==> src/sv/mcfir_pkg.sv <==
package mcfir_pkg;

  // default sizes, handed to the top level parameters
  localparam int DEF_MAX_TAPS     = 1024;
  localparam int DEF_MAX_CHANNELS = 8;
  localparam int DEF_SAMPLE_BITS  = 16;
  localparam int DEF_COEF_BITS    = 16;

  // fixed field widths
  localparam int CH_W       = 3;
  localparam int CIDX_W     = 10;
  localparam int TAP_CNT_W  = 11;
  localparam int GAIN_W     = 18;
  localparam int GAIN_FRAC  = 14;
  localparam int CFG_ADDR_W = 1;
  localparam int CFG_DATA_W = 18;

  // register indexes and reset values
  localparam logic [CFG_ADDR_W-1:0] REG_TAP_COUNT   = 1'd0;
  localparam logic [CFG_ADDR_W-1:0] REG_OUTPUT_GAIN = 1'd1;
  localparam logic [TAP_CNT_W-1:0]  TAP_CNT_RESET   = 11'd1;
  localparam logic [GAIN_W-1:0]     GAIN_RESET      = 18'd16384;

  // item kinds carried on tuser
  typedef enum logic {
    FUNC_FILTER = 1'b0,
    FUNC_LOAD   = 1'b1
  } func_t;

  // sequencer states
  typedef enum logic [2:0] {
    S_IDLE,
    S_FILL,
    S_WRITE,
    S_MAC,
    S_DRAIN,
    S_ROUND,
    S_GAIN,
    S_FIN
  } state_t;

  // controls from the sequencer to the arithmetic unit
  typedef struct packed {
    logic mac_en;      // memory read data valid, multiply coef by sample
    logic acc_clr;     // clear accumulator
    logic v_from_x;    // load scale operand with the raw sample
    logic v_from_acc;  // load scale operand with the rounded sum
    logic gain_en;     // multiply scale operand by the gain
  } alu_ctrl_t;

endpackage

==> src/sv/mcfir_alu.sv <==
module mcfir_alu #(
  parameter int MAX_TAPS    = mcfir_pkg::DEF_MAX_TAPS,
  parameter int SAMPLE_BITS = mcfir_pkg::DEF_SAMPLE_BITS,
  parameter int COEF_BITS   = mcfir_pkg::DEF_COEF_BITS
) (
  input  logic                                 clk,
  input  logic                                 rst_n,
  input  mcfir_pkg::alu_ctrl_t                 ctrl,
  input  logic signed [SAMPLE_BITS-1:0]        hist_rd,
  input  logic signed [COEF_BITS-1:0]          coef_rd,
  input  logic signed [SAMPLE_BITS-1:0]        x,
  input  logic        [mcfir_pkg::GAIN_W-1:0]  gain,
  output logic signed [SAMPLE_BITS-1:0]        res_sample,
  output logic                                 res_clip
);
  import mcfir_pkg::*;

  localparam int ACC_W = SAMPLE_BITS + COEF_BITS + $clog2(MAX_TAPS);
  localparam int V_W   = SAMPLE_BITS + $clog2(MAX_TAPS) + 2;
  localparam int B_W   = (COEF_BITS > GAIN_W + 1) ? COEF_BITS : GAIN_W + 1;
  localparam int P_W   = V_W + B_W;
  localparam int SC_W  = P_W + 1 - GAIN_FRAC;

  localparam logic signed [ACC_W:0]  ACC_HALF  = (ACC_W + 1)'(1) << (COEF_BITS - 2);
  localparam logic signed [P_W:0]    PROD_HALF = (P_W + 1)'(1) << (GAIN_FRAC - 1);
  localparam logic signed [SC_W-1:0] SAT_HI    = SC_W'((1 <<< (SAMPLE_BITS - 1)) - 1);
  localparam logic signed [SC_W-1:0] SAT_LO    = SC_W'(-(1 <<< (SAMPLE_BITS - 1)));

  logic signed [V_W-1:0]   mul_a;
  logic signed [B_W-1:0]   mul_b;
  logic signed [P_W-1:0]   prod_r;
  logic                    mac_p_r;
  logic signed [ACC_W-1:0] acc_r;
  logic signed [V_W-1:0]   v_r;
  logic signed [ACC_W:0]   acc_rnd;
  logic signed [P_W:0]     prod_rnd;
  logic signed [SC_W-1:0]  scaled;

  // operand select for the shared multiplier
  always_comb begin
    if (ctrl.gain_en) begin
      mul_a = v_r;
      mul_b = B_W'({1'b0, gain});
    end else begin
      mul_a = V_W'(hist_rd);
      mul_b = B_W'(coef_rd);
    end
  end

  // shared multiplier, registered product
  always_ff @(posedge clk) begin
    if (ctrl.mac_en || ctrl.gain_en) begin
      prod_r <= mul_a * mul_b;
    end
  end

  // product of a tap is waiting to be summed
  always_ff @(posedge clk) begin
    if (!rst_n) begin
      mac_p_r <= 1'b0;
    end else begin
      mac_p_r <= ctrl.mac_en;
    end
  end

  // exact accumulation of tap products
  always_ff @(posedge clk) begin
    if (ctrl.acc_clr) begin
      acc_r <= '0;
    end else if (mac_p_r) begin
      acc_r <= acc_r + ACC_W'(prod_r);
    end
  end

  // round the sum back to sample scale (floor after adding half)
  assign acc_rnd = {acc_r[ACC_W-1], acc_r} + ACC_HALF;

  always_ff @(posedge clk) begin
    if (ctrl.v_from_x) begin
      v_r <= V_W'(x);
    end else if (ctrl.v_from_acc) begin
      v_r <= acc_rnd[ACC_W:COEF_BITS-1];
    end
  end

  // gain rounding and saturation
  assign prod_rnd = {prod_r[P_W-1], prod_r} + PROD_HALF;
  assign scaled   = prod_rnd[P_W:GAIN_FRAC];

  always_comb begin
    res_clip   = 1'b0;
    res_sample = scaled[SAMPLE_BITS-1:0];
    if (scaled > SAT_HI) begin
      res_clip   = 1'b1;
      res_sample = SAT_HI[SAMPLE_BITS-1:0];
    end else if (scaled < SAT_LO) begin
      res_clip   = 1'b1;
      res_sample = SAT_LO[SAMPLE_BITS-1:0];
    end
  end

endmodule

==> config.mk <==
export PLATFORM = sky130hd
export DESIGN_NAME = mcfir_alu
export DESIGN_NICKNAME = d
export VERILOG_FILES = /design/src/sv/mcfir_pkg.sv /design/src/sv/mcfir_alu.sv
export SDC_FILE = /design/constraint.sdc
export NUM_CORES = 2
export LEC_CHECK = 0
export BUFFER_PORTS_ARGS = -buffer_cell sky130_fd_sc_hd__clkbuf_2
export CAP_MARGIN = 20
export CORE_UTILIZATION = 28
export DETAILED_ROUTE_END_ITERATION = 6
export PLACE_DENSITY = 0.46
export SETUP_SLACK_MARGIN = 0.4
export SLEW_MARGIN = 20
export SYNTH_ARGS = -nofsm -noshare
export SYNTH_HDL_FRONTEND = slang
export SYNTH_SLANG_ARGS = --single-unit
==> constraint.sdc <==
create_clock -name clk -period 19.7 [get_ports clk]
set_input_delay 3.94 -clock clk [delete_from_list [all_inputs] [get_ports clk]]
set_output_delay 3.94 -clock clk [all_outputs]
set_load 0.02 [all_outputs]
==> results.yml <==
status:
  status: "completed"
logic_synthesis:
  ys_seq_area_share_pct: 11.9
  syn-num-nets: 3662
  synth_edf_count: 75
  syn_area_um2: 26200
  synthArstFlopShare_pct: 0
  postSynthCellCount: 2892
  synth.area.top_cells: "fa_1 40%, edfxtp_1 8.6%, ha_1 8.3%"
  ys.warnings.count: 0
  yosysTopAreaCell: "fa_1"
  synth_cell_type_count: 87
  post-synth-top-area-fraction_pct: 39.9
  syn_area_per_cell_um2: 9.06
  ys.flop_type: "edfxtp_1"
  synth-seq-cells: 118
critical_path:
  startpoint_type: "input port"
  path_class: "input port to flip-flop"
  critPathArrivalTime_ns: 12.71
  r2r_cells: 25
  cp-end-kind: "flip-flop"
  ff2ff_setup_slack_ns: 11.70
  critical_path_required_ns: 19.88
  r2r-start: "v_r[5]$_DFFE_PP_"
  worstPathMaxFanout: 53
  crit_path_end: "prod_r[45]$_DFFE_PP_"
  r2r_end: "prod_r[45]$_DFFE_PP_"
  cp-startpoint: "ctrl[0]"
detailed_routing:
  wirelength_um: 83800
  drt_iter0_drc: 1154
  ant_nets: 0
  dr.pass1.iters: 5
  wire_per_inst_um: 20.0
  drc: 0
  vias: 19800
  vias_per_cell: 4.73
clock_tree:
  insertion_delay_ns: 0.43
  cts.repair.resized: 0
  clock_path_buffers: 2
  clk_pin_slew_worst_paths_ns: 0.07
  post_cts_buffers: 0
  hold_buffers: 0
  tritoncts: "done"
  clockRootBuffer: "clkbuf_16"
  cts_buffers: 17
  clkSinkCount: 118
  htree_levels: 4
placement:
  portBuffers: 89
  gp_congestion: 0.902
  dp_hpwl_um: 71200
  pre_cts_slack_ns: 6.86
  dp_cells: 4159
floorplan:
  ios: 90
  core.rowCount: 111
  fp.coreArea_um2: 92200
  die_y_um: 308
  die_x_um: 308
  initial_core_util_pct: 28.4
  die_area_um2: 94800
global_routing:
  grtUsageTotal_pct: 18.3
  grt_max_degree: 54
  grt-ovfl-total: 0
  grt_pass1_wl_um: 130000
  antenna_found_initial: 0
  grt_pass1_vias: 20800
flow_run:
  maxCapViolations: 0
final_layout:
  multi_input_area_um2: 20800
  antenna_cells: 0
  num-fill-cells: 9934
  drive_gt1_share_pct: 8.31
  fin_cells: 4191
  register_area_um2: 3110
  layout-area-overhead-vs-synth_pct: 9.47
  final_nets: 3705
timing:
  period_minus_slack_ns: 12.53
  fin_setup_tns_ns: 0
  worst_pin_slew_ns: 1.14
  slew_viol_final: 0
  rsz0062_at_grt: "false"
  finalHoldViolCount: 0
  fin_crit_sh_pct: 63.6
  fmax_mhz: 79.8
  setup_viol: 0
  worst_slack_ns: 7.17
  slew_headroom_pct: 22.2
  finalClockSkew_ns: 0.0155
worst_hold_path:
  hp-class: "flip-flop to flip-flop"
==> state kept, by name, indices dropped and copies added, names as in the netlist <==
signal,flops
prod_r,47
acc_r,42
v_r,28
mac_p_r,1
==> metrics by stage <==
stage	utilization [%]	hold slack, ns	instance area [µm²]
after floorplan	-	0.445	26200
after global placement	30.5	0.463	28100
after detailed placement	30.5	0.466	28100
after CTS	31.1	0.478	28700
after global routing	31.1	0.504	28700
final	31.1	0.474	28700
==> critical path, cell delays in order <==
cell and delay (ns):
buf_4 0.52, buf_4 0.64, nor2b_1 0.36, a21oi_1 0.83, nor2_1 0.13, fa_1 0.49
fa_1 0.52, inv_1 0.06, fa_1 0.53, inv_1 0.05, fa_1 0.51, fa_1 0.45
fa_1 0.55, inv_1 0.06, fa_1 0.56, inv_1 0.05, ha_1 0.35, o21a_1 0.12
o21ai_0 0.10, a211oi_1 0.28, o211ai_1 0.14, o2111ai_1 0.27, a31oi_1 0.20, nand2b_1 0.20
a31oi_1 0.34, a41oi_1 0.20, xnor2_1 0.16
==> cell type report <==
cell class / instances / area share, %
tap: 1243 / 5.42
sequential: 118 / 10.9
timing repair buffer: 118 / 2.32
clock buffer: 18 / 1.50
multi-input combinational: 2159 / 72.5
inverter: 521 / 6.82
clock inverter: 14 / 0.571
==> per-layer routing <==
metal  wire length (µm)  share of wire [%]  vias up  global-route usage (%)
met5                  0                  0        -                       0
met4               1850                2.2        0                    3.86
met3               3410                4.1       74                    2.21
met2              41300                 49      430                    31.3
met1              37200                 44    10200                    24.6
li1                   -                  -     9154                       -
==> worst min path at each step <==
stage | startpoint | endpoint | slack, ns | cells after the start
floorplan | acc_r[6]$_SDFFE_PP0P_ | acc_r[6]$_SDFFE_PP0P_ | 0.44 | 2
global placement | acc_r[6]$_SDFFE_PP0P_ | acc_r[6]$_SDFFE_PP0P_ | 0.46 | 2
global route | acc_r[6]$_SDFFE_PP0P_ | acc_r[6]$_SDFFE_PP0P_ | 0.50 | 2
CTS | acc_r[6]$_SDFFE_PP0P_ | acc_r[6]$_SDFFE_PP0P_ | 0.48 | 2
finish | acc_r[6]$_SDFFE_PP0P_ | acc_r[6]$_SDFFE_PP0P_ | 0.47 | 2
detailed placement | acc_r[6]$_SDFFE_PP0P_ | acc_r[6]$_SDFFE_PP0P_ | 0.47 | 2
==> cells in the final DEF (no fill, tap or decap), types with 12 or more instances in the layout <==
master	synthesis	routed
a211oi_1	12	12
a21o_1	47	47
a21oi_1	100	98
a31oi_1	16	16
and2_1	12	12
and3_1	26	26
buf_4	0	30
clkbuf_16	0	17
clkbuf_2	0	88
dfxtp_1	43	42
edfxtp_1	75	75
fa_1	523	523
ha_1	174	174
inv_1	520	520
mux2_2	29	29
mux2i_1	47	36
nand2_1	368	368
nand2b_1	26	26
nand3_1	52	52
nand4_1	12	12
nor2_1	361	361
o21a_1	12	12
o21ai_0	55	55
o21ai_1	12	12
xnor2_1	74	74
xor2_1	48	48
==> Yosys cell counts, types with 16 or more instances <==
master,n
fa_1,523
inv_1,520
nand2_1,368
nor2_1,361
ha_1,174
a21oi_1,100
clkbuf_1,76
edfxtp_1,75
xnor2_1,74
o21ai_0,55
nand3_1,52
xor2_1,48
a21o_1,47
mux2i_1,47
dfxtp_1,43
mux2_2,29
and3_1,26
nand2b_1,26
a31oi_1,16
==> cell families (layout without fill, tap and decap cells) <==
kind of cell,after synthesis,in the layout,share of synthesized area [%]
AOI/OAI and AO/OA,338,338,8.49
xor gates and xnor gates,122,122,4.08
adders and majority gates,697,697,48.3
buffers and inverters,615,671,8.95
DFF,118,118,11.9
muxes,77,77,3.10
and+or+nand+nor,925,925,15.3
Power is left out: the tool's default activity adds up to more than one toggle a clock period on the data nets, which glitch-free logic cannot reach.
